## src/sv/mmh3_pkg.sv

```systemverilog
// Shared constants and types for the MurmurHash3 x86_32 hash unit.
`default_nettype none
package mmh3_pkg;

  localparam logic [31:0] MIX_C1  = 32'hcc9e2d51;
  localparam logic [31:0] MIX_C2  = 32'h1b873593;
  localparam logic [31:0] MIX_ADD = 32'he6546b64;
  localparam logic [31:0] MIX_M5  = 32'd5;
  localparam logic [31:0] FIN_M1  = 32'h85ebca6b;
  localparam logic [31:0] FIN_M2  = 32'hc2b2ae35;

  // Constant operand chosen for the shared multiplier
  typedef enum logic [2:0] {
    MUL_C1,
    MUL_C2,
    MUL_5,
    MUL_F1,
    MUL_F2
  } mul_sel_t;

  // Result handoff from the sequencer to the output register
  typedef struct packed {
    logic        valid;
    logic [31:0] hash;
  } res_t;

endpackage
`default_nettype wire

```

## src/sv/murmur3_32bit_hash_unit.sv

```systemverilog
// Top level of the MurmurHash3 x86_32 byte-stream hash unit.
//
//  channel | direction | handshake          | word
//  in_     | input     | in_valid/in_stall  | data_byte, has_byte, last
//  out_    | output    | out_valid/out_stall| hash
//  cfg_    | input     | cfg_valid/cfg_ready| seed (32 bit)
//
// A byte that does not close a 4-byte block is taken in the idle state; a
// closing byte adds the block mix B1, B2, B3 (three passes through the one
// shared multiplier). A last word adds the tail mix T1, T2 (when 1-3 bytes are
// pending), the finalizer F0, F1, F2 and the hand-off to the output register.
// Synchronous active-low reset; seed resets to 0. A stalled result sits in the
// output register while the next message is already being taken.
`default_nettype none
module murmur3_32bit_hash_unit (
  input  wire logic        clk,
  input  wire logic        rst_n,
  input  wire logic        in_valid,
  output logic             in_stall,
  input  wire logic [7:0]  in_data_byte,
  input  wire logic        in_has_byte,
  input  wire logic        in_last,
  output logic             out_valid,
  input  wire logic        out_stall,
  output logic [31:0]      out_hash,
  input  wire logic        cfg_valid,
  output logic             cfg_ready,
  input  wire logic [31:0] cfg_seed
);

  logic [31:0]     seed_r;
  logic            out_valid_r;
  logic [31:0]     out_hash_r;
  logic            item_ready;
  logic            res_ready;
  mmh3_pkg::res_t  res;

  assign cfg_ready = 1'b1;
  assign in_stall  = !item_ready;
  assign res_ready = !out_valid_r || !out_stall;
  assign out_valid = out_valid_r;
  assign out_hash  = out_hash_r;

  always_ff @(posedge clk) begin
    if (!rst_n) begin
      seed_r <= '0;
    end else if (cfg_valid && cfg_ready) begin
      seed_r <= cfg_seed;
    end
  end

  mmh3_seq u_seq (
    .clk        (clk),
    .rst_n      (rst_n),
    .seed       (seed_r),
    .item_valid (in_valid),
    .item_ready (item_ready),
    .data_byte  (in_data_byte),
    .has_byte   (in_has_byte),
    .last       (in_last),
    .res        (res),
    .res_ready  (res_ready)
  );

  // output word register
  always_ff @(posedge clk) begin
    if (!rst_n) begin
      out_valid_r <= 1'b0;
    end else if (res_ready) begin
      out_valid_r <= res.valid;
      if (res.valid) begin
        out_hash_r <= res.hash;
      end
    end
  end

endmodule
`default_nettype wire

```

## src/sv/mmh3_mul.sv

```systemverilog
// Shared 32x32 multiplier, low word, against one of the hash constants.
`default_nettype none
module mmh3_mul (
  input  wire logic [31:0]       a,
  input  wire mmh3_pkg::mul_sel_t sel,
  output logic [31:0]            prod
);

  logic [31:0] k;

  always_comb begin
    unique case (sel)
      mmh3_pkg::MUL_C1: k = mmh3_pkg::MIX_C1;
      mmh3_pkg::MUL_C2: k = mmh3_pkg::MIX_C2;
      mmh3_pkg::MUL_5:  k = mmh3_pkg::MIX_M5;
      mmh3_pkg::MUL_F1: k = mmh3_pkg::FIN_M1;
      mmh3_pkg::MUL_F2: k = mmh3_pkg::FIN_M2;
      default:          k = mmh3_pkg::MIX_C1;
    endcase
  end

  // modulo 2^32 product
  assign prod = a * k;

endmodule
`default_nettype wire

```

## src/sv/mmh3_seq.sv

```systemverilog
// Sequencer and datapath: byte gathering, block mix, tail mix and finalizer steps.
`default_nettype none
module mmh3_seq (
  input  wire logic        clk,
  input  wire logic        rst_n,
  input  wire logic [31:0] seed,
  input  wire logic        item_valid,
  output logic             item_ready,
  input  wire logic [7:0]  data_byte,
  input  wire logic        has_byte,
  input  wire logic        last,
  output mmh3_pkg::res_t   res,
  input  wire logic        res_ready
);

  typedef enum logic [3:0] {
    S_IDLE,
    S_B1,
    S_B2,
    S_B3,
    S_T1,
    S_T2,
    S_F0,
    S_F1,
    S_F2,
    S_EMIT
  } state_t;

  state_t      state_r;
  logic [31:0] hash_r;
  logic [31:0] acc_r;
  logic [31:0] blk_r;
  logic [1:0]  pos_r;
  logic [31:0] cnt_r;
  logic        started_r;
  logic        last_r;

  mmh3_pkg::mul_sel_t mul_sel;
  logic [31:0] prod;
  logic [31:0] base;
  logic [31:0] new_blk;
  logic [31:0] mix_h;

  mmh3_mul u_mul (
    .a    (acc_r),
    .sel  (mul_sel),
    .prod (prod)
  );

  always_comb begin
    unique case (state_r)
      S_B1, S_T1: mul_sel = mmh3_pkg::MUL_C1;
      S_B2, S_T2: mul_sel = mmh3_pkg::MUL_C2;
      S_B3:       mul_sel = mmh3_pkg::MUL_5;
      S_F1:       mul_sel = mmh3_pkg::MUL_F1;
      S_F2:       mul_sel = mmh3_pkg::MUL_F2;
      default:    mul_sel = mmh3_pkg::MUL_C1;
    endcase
  end

  // first byte of a message picks up the seed
  assign base    = started_r ? hash_r : seed;
  assign new_blk = blk_r | ({24'd0, data_byte} << {pos_r, 3'b000});
  assign mix_h   = hash_r ^ prod;

  assign item_ready = (state_r == S_IDLE);
  assign res.valid  = (state_r == S_EMIT);
  assign res.hash   = acc_r;

  always_ff @(posedge clk) begin
    if (!rst_n) begin
      state_r   <= S_IDLE;
      blk_r     <= '0;
      pos_r     <= '0;
      cnt_r     <= '0;
      started_r <= 1'b0;
      last_r    <= 1'b0;
    end else begin
      unique case (state_r)
        S_IDLE: begin
          if (item_valid) begin
            hash_r <= base;
            last_r <= last;
            if (has_byte) begin
              started_r <= 1'b1;
              pos_r     <= pos_r + 2'd1;
              cnt_r     <= cnt_r + 32'd1;
              if (pos_r == 2'd3) begin
                acc_r   <= new_blk;
                blk_r   <= '0;
                state_r <= S_B1;
              end else begin
                blk_r <= new_blk;
                if (last) begin
                  acc_r   <= new_blk;
                  state_r <= S_T1;
                end
              end
            end else if (last) begin
              if (pos_r != 2'd0) begin
                acc_r   <= blk_r;
                state_r <= S_T1;
              end else begin
                state_r <= S_F0;
              end
            end
          end
        end
        S_B1: begin
          acc_r   <= {prod[16:0], prod[31:17]};
          state_r <= S_B2;
        end
        S_B2: begin
          acc_r   <= {mix_h[18:0], mix_h[31:19]};
          state_r <= S_B3;
        end
        S_B3: begin
          hash_r  <= prod + mmh3_pkg::MIX_ADD;
          state_r <= last_r ? S_F0 : S_IDLE;
        end
        S_T1: begin
          acc_r   <= {prod[16:0], prod[31:17]};
          state_r <= S_T2;
        end
        S_T2: begin
          hash_r  <= mix_h;
          state_r <= S_F0;
        end
        S_F0: begin
          acc_r   <= (hash_r ^ cnt_r) ^ ((hash_r ^ cnt_r) >> 16);
          state_r <= S_F1;
        end
        S_F1: begin
          acc_r   <= prod ^ (prod >> 13);
          state_r <= S_F2;
        end
        S_F2: begin
          acc_r   <= prod ^ (prod >> 16);
          state_r <= S_EMIT;
        end
        S_EMIT: begin
          if (res_ready) begin
            blk_r     <= '0;
            pos_r     <= '0;
            cnt_r     <= '0;
            started_r <= 1'b0;
            state_r   <= S_IDLE;
          end
        end
        default: state_r <= S_IDLE;
      endcase
    end
  end

endmodule
`default_nettype wire

```

## config.mk

```make
export PLATFORM = sky130hd
export DESIGN_NAME = murmur3_32bit_hash_unit
export DESIGN_NICKNAME = d
export VERILOG_FILES = /design/src/sv/mmh3_pkg.sv /design/src/sv/murmur3_32bit_hash_unit.sv /design/src/sv/mmh3_mul.sv /design/src/sv/mmh3_seq.sv
export SDC_FILE = /design/constraint.sdc
export NUM_CORES = 2
export LEC_CHECK = 0
export BUFFER_PORTS_ARGS = -buffer_cell sky130_fd_sc_hd__buf_2
export CAP_MARGIN = 20
export CORE_AREA = 2 2 273 275
export CTS_BUF_LIST = sky130_fd_sc_hd__clkbuf_2 sky130_fd_sc_hd__clkbuf_4 sky130_fd_sc_hd__clkbuf_8
export DETAILED_ROUTE_END_ITERATION = 10
export DIE_AREA = 0 0 275 277
export PLACE_DENSITY_LB_ADDON = 0.1
export SETUP_SLACK_MARGIN = 0.4
export SLEW_MARGIN = 0
export SYNTH_ARGS = -nofsm -noshare
export SYNTH_HDL_FRONTEND = slang
export SYNTH_SLANG_ARGS = --single-unit
```

## constraint.sdc

```tcl
create_clock -name clk -period 9 [get_ports clk]
set_input_delay 0.45 -clock clk [delete_from_list [all_inputs] [get_ports clk]]
set_output_delay 0.45 -clock clk [all_outputs]
set_load 0.1 [all_outputs]
```

==> run summary <==
status: finished clean
first-pass GRT wire length: 151 mm
CP Launch Type: flip-flop
crit path kind: flip-flop to flip-flop
share of cells above drive strength 1: 19.6%
Area Overhead vs Synth: 18.4%
RSZ-0062 raised after global routing: yes
fin nets: 3522
routability cong.: 0.966
top cells by count, synth: inv_1, fa_1, nand2_1
Post-synth EDFFs: 96
CTS clk-pin slew, worst paths: 0.06 ns
Reg-to-Reg Start: u_seq.state_r[0]
Synth Net Count: 3296
sequential share of the synthesized area: 19.6%
slowest library cell on the worst path: or4b_4
top_reg_cell synth: dfxtp_1
largest net degree at the start of global routing: 66
Seq cells post-synth: 201
Post-CTS Hold Buffers: 0
maximum clock frequency: 117 MHz
clk buf depth: 3
Starting Density: 34.7%
1st-iter DRT viols: 1527
Post-Syn Area: 25500 sq um
Cell Rows: 100
r2r worst-path depth: 31
Hold Slack: 0.125 ns
cell mode on critical path: fa_1
Root Buffer: clkbuf_8
Worst-Skew Late Latency: 0.58 ns
Register Area: 4990 sq um
DRC: 0
crit path to: u_seq.hash_r[30]
initial antenna violation count: 3
Pre-Repair DR Iteration Count: 7
Compound-Gate Fraction of Synth Area: 12.7%
Global Route Usage Sum: 27.3%
CTS tree: yes
fin crit share: 94.9%
CP Capture Type: flip-flop
Worst EP required: 9.30 ns
Worst Skew: 0.0266 ns
Worst slew margin: 35.1%
crit path time final: 8.54 ns
CTS H-tree depth: 2
area leader, netlist: fa_1
fin. max-slew vios: 0
fraction of the mapped netlist area in simple logic gates: 12.1%
Worst Setup SP: u_seq.state_r[0]
Clock Sinks: 201
Critical R2R Capture: u_seq.hash_r[30]
Max Cap Viol: 0
main combinational cell family by area after synthesis: adder cells
grt ovf: 0
most numerous cell in the Yosys netlist: inv_1
hpwl dp: 85.0 mm
adder-cell area share of the yosys netlist: 37.9%
Worst Hold Depth: 3
CTS buffer count: 38
ports placed on the boundary: 82
Layout fillers: 7357
vias: 20800
Buffers on Ports: 80
min-delay worst type: input port to flip-flop
Syn Inst Count: 2716
Post-Syn Area per Cell: 9.39 sq um
r2r setup slk: 0.46 ns
Final Setup Violations: 0
largest cells by area after synthesis: fa_1, edfxtp_1, dfxtp_1, inv_1, ha_1
Synth Warn #: 0
Netlist cell types: 96
max incr delay on CP: 0.57 ns
die area: 76200 sq um
Routed WL: 103 mm
Core Area: 73600 sq um
area of the multi-input gates: 18900 sq um
Die Height: 277 microns
final hold vios: 0
Routed Antenna Nets: 0
Die X: 275 microns
Arr. time, crit path: 8.84 ns
share of flip-flops with an asynchronous set or reset: 0%
WL/cell: 26.1 microns
CP Max Fanout: 9
post-synthesis mux area share: 1.46%
vias in the first global route: 21900
post-synth top area share: 31.4%
Synth Area in XOR/XNOR: 7.14%
via/cell ratio: 5.27
slew of the pin with the lowest slew margin: 0.973 ns
## layout make-up
cell class	instances	area share [%]
Timing Repair Buffer	332	8.30
Clock inverter	10	0.215
Inverter	464	5.77
Sequential cell	201	16.5
Multi-Input combinational cell	1905	62.7
Clock buffer	58	2.44
Antenna cell	1	0.00829
Tap cell	969	4.02
## per-layer routing
layer	up-vias	global-route usage [%]	wire length [microns]
met5	-	0	0
met4	0	9.90	4400
met3	162	2.75	4830
met2	656	45.3	49600
met1	10700	36.8	44100
li1	9292	-	-
## registers in the layout, summed over array words and instances (netlist names)
signal and flops:
out_hash 32, out_valid 1, seed_r 32, u_seq.acc_r 32, u_seq.blk_r 32, u_seq.cnt_r 32, u_seq.hash_r 32, u_seq.last_r 1
u_seq.pos_r 2, u_seq.started_r 1, u_seq.state_r 4
## logic make-up (layout without fill, tap and decap cells)
group,count (synthesis),in the layout
AOI/OAI and AO/OA,476,477
xor gates and xnor gates,203,203
adders and majority gates,533,533
buffers and inverters,611,864
DFF,201,201
muxes,36,36
other,1,2
and+or+nand+nor,655,655
## worst min path at each step
stage                    from             end  slack (ns)
3_5_place_dp   u_seq.blk_r[3]  u_seq.blk_r[3]        0.45
6_report          cfg_seed[6]       seed_r[6]        0.13
2_1_floorplan  u_seq.acc_r[0]     out_hash[0]        0.42
4_1_cts          cfg_seed[21]      seed_r[21]        0.09
5_1_grt          cfg_seed[18]      seed_r[18]        0.12
3_3_place_gp   u_seq.blk_r[3]  u_seq.blk_r[3]        0.45
## worst max-delay path, delay by kind of cell, from the launching register on
| family | cells | cell delay [ns] |
|---|---|---|
| buf+inv | 6 | 0.80 |
| compound gates | 8 | 1.53 |
| simple gates | 6 | 1.51 |
| flops | 1 | 0.36 |
| fa+ha+maj | 9 | 3.75 |
| xor+xnor | 2 | 0.30 |
## cells in the final DEF (no fill, tap or decap), types with 36 or more instances in the layout
cell type / Yosys / final
ha_1: 133 / 119
o21ai_0: 71 / 63
buf_2: 10 / 80
clkbuf_8: 0 / 48
and2_1: 93 / 86
xor2_1: 53 / 50
o221ai_1: 38 / 36
a21oi_1: 160 / 153
nor2_1: 179 / 166
nand2_1: 241 / 222
inv_1: 463 / 447
edfxtp_1: 96 / 96
xnor2_1: 146 / 141
fa_1: 400 / 387
dfxtp_1: 105 / 101
buf_4: 4 / 227
## what timing repair did
action	4_1_cts	5_1_grt
resized for setup	52	126
cloned	1	0
setup endpoints to repair	27	37
pin swaps	13	69
setup buffers	15	31
## stage by stage
step / TNS (ns) / util [%] / setup slack, ns / instances / cell area, sq um
after global placement: -0.0542 / 38.3 / -0.0542 / 3822 / 28200
after CTS: 0 / 40.0 / 0.387 / 3908 / 29400
after floorplan: 0 / - / 0.414 / 2716 / 25500
final: 0 / 41.0 / 0.461 / 3940 / 30200
after detailed placement: -0.0333 / 38.4 / -0.0333 / 3824 / 28300
after global routing: 0 / 41.0 / 0.238 / 3940 / 30200
Power is left out: the tool's default activity adds up to more than one toggle a clock period on the data nets, which glitch-free logic cannot reach.
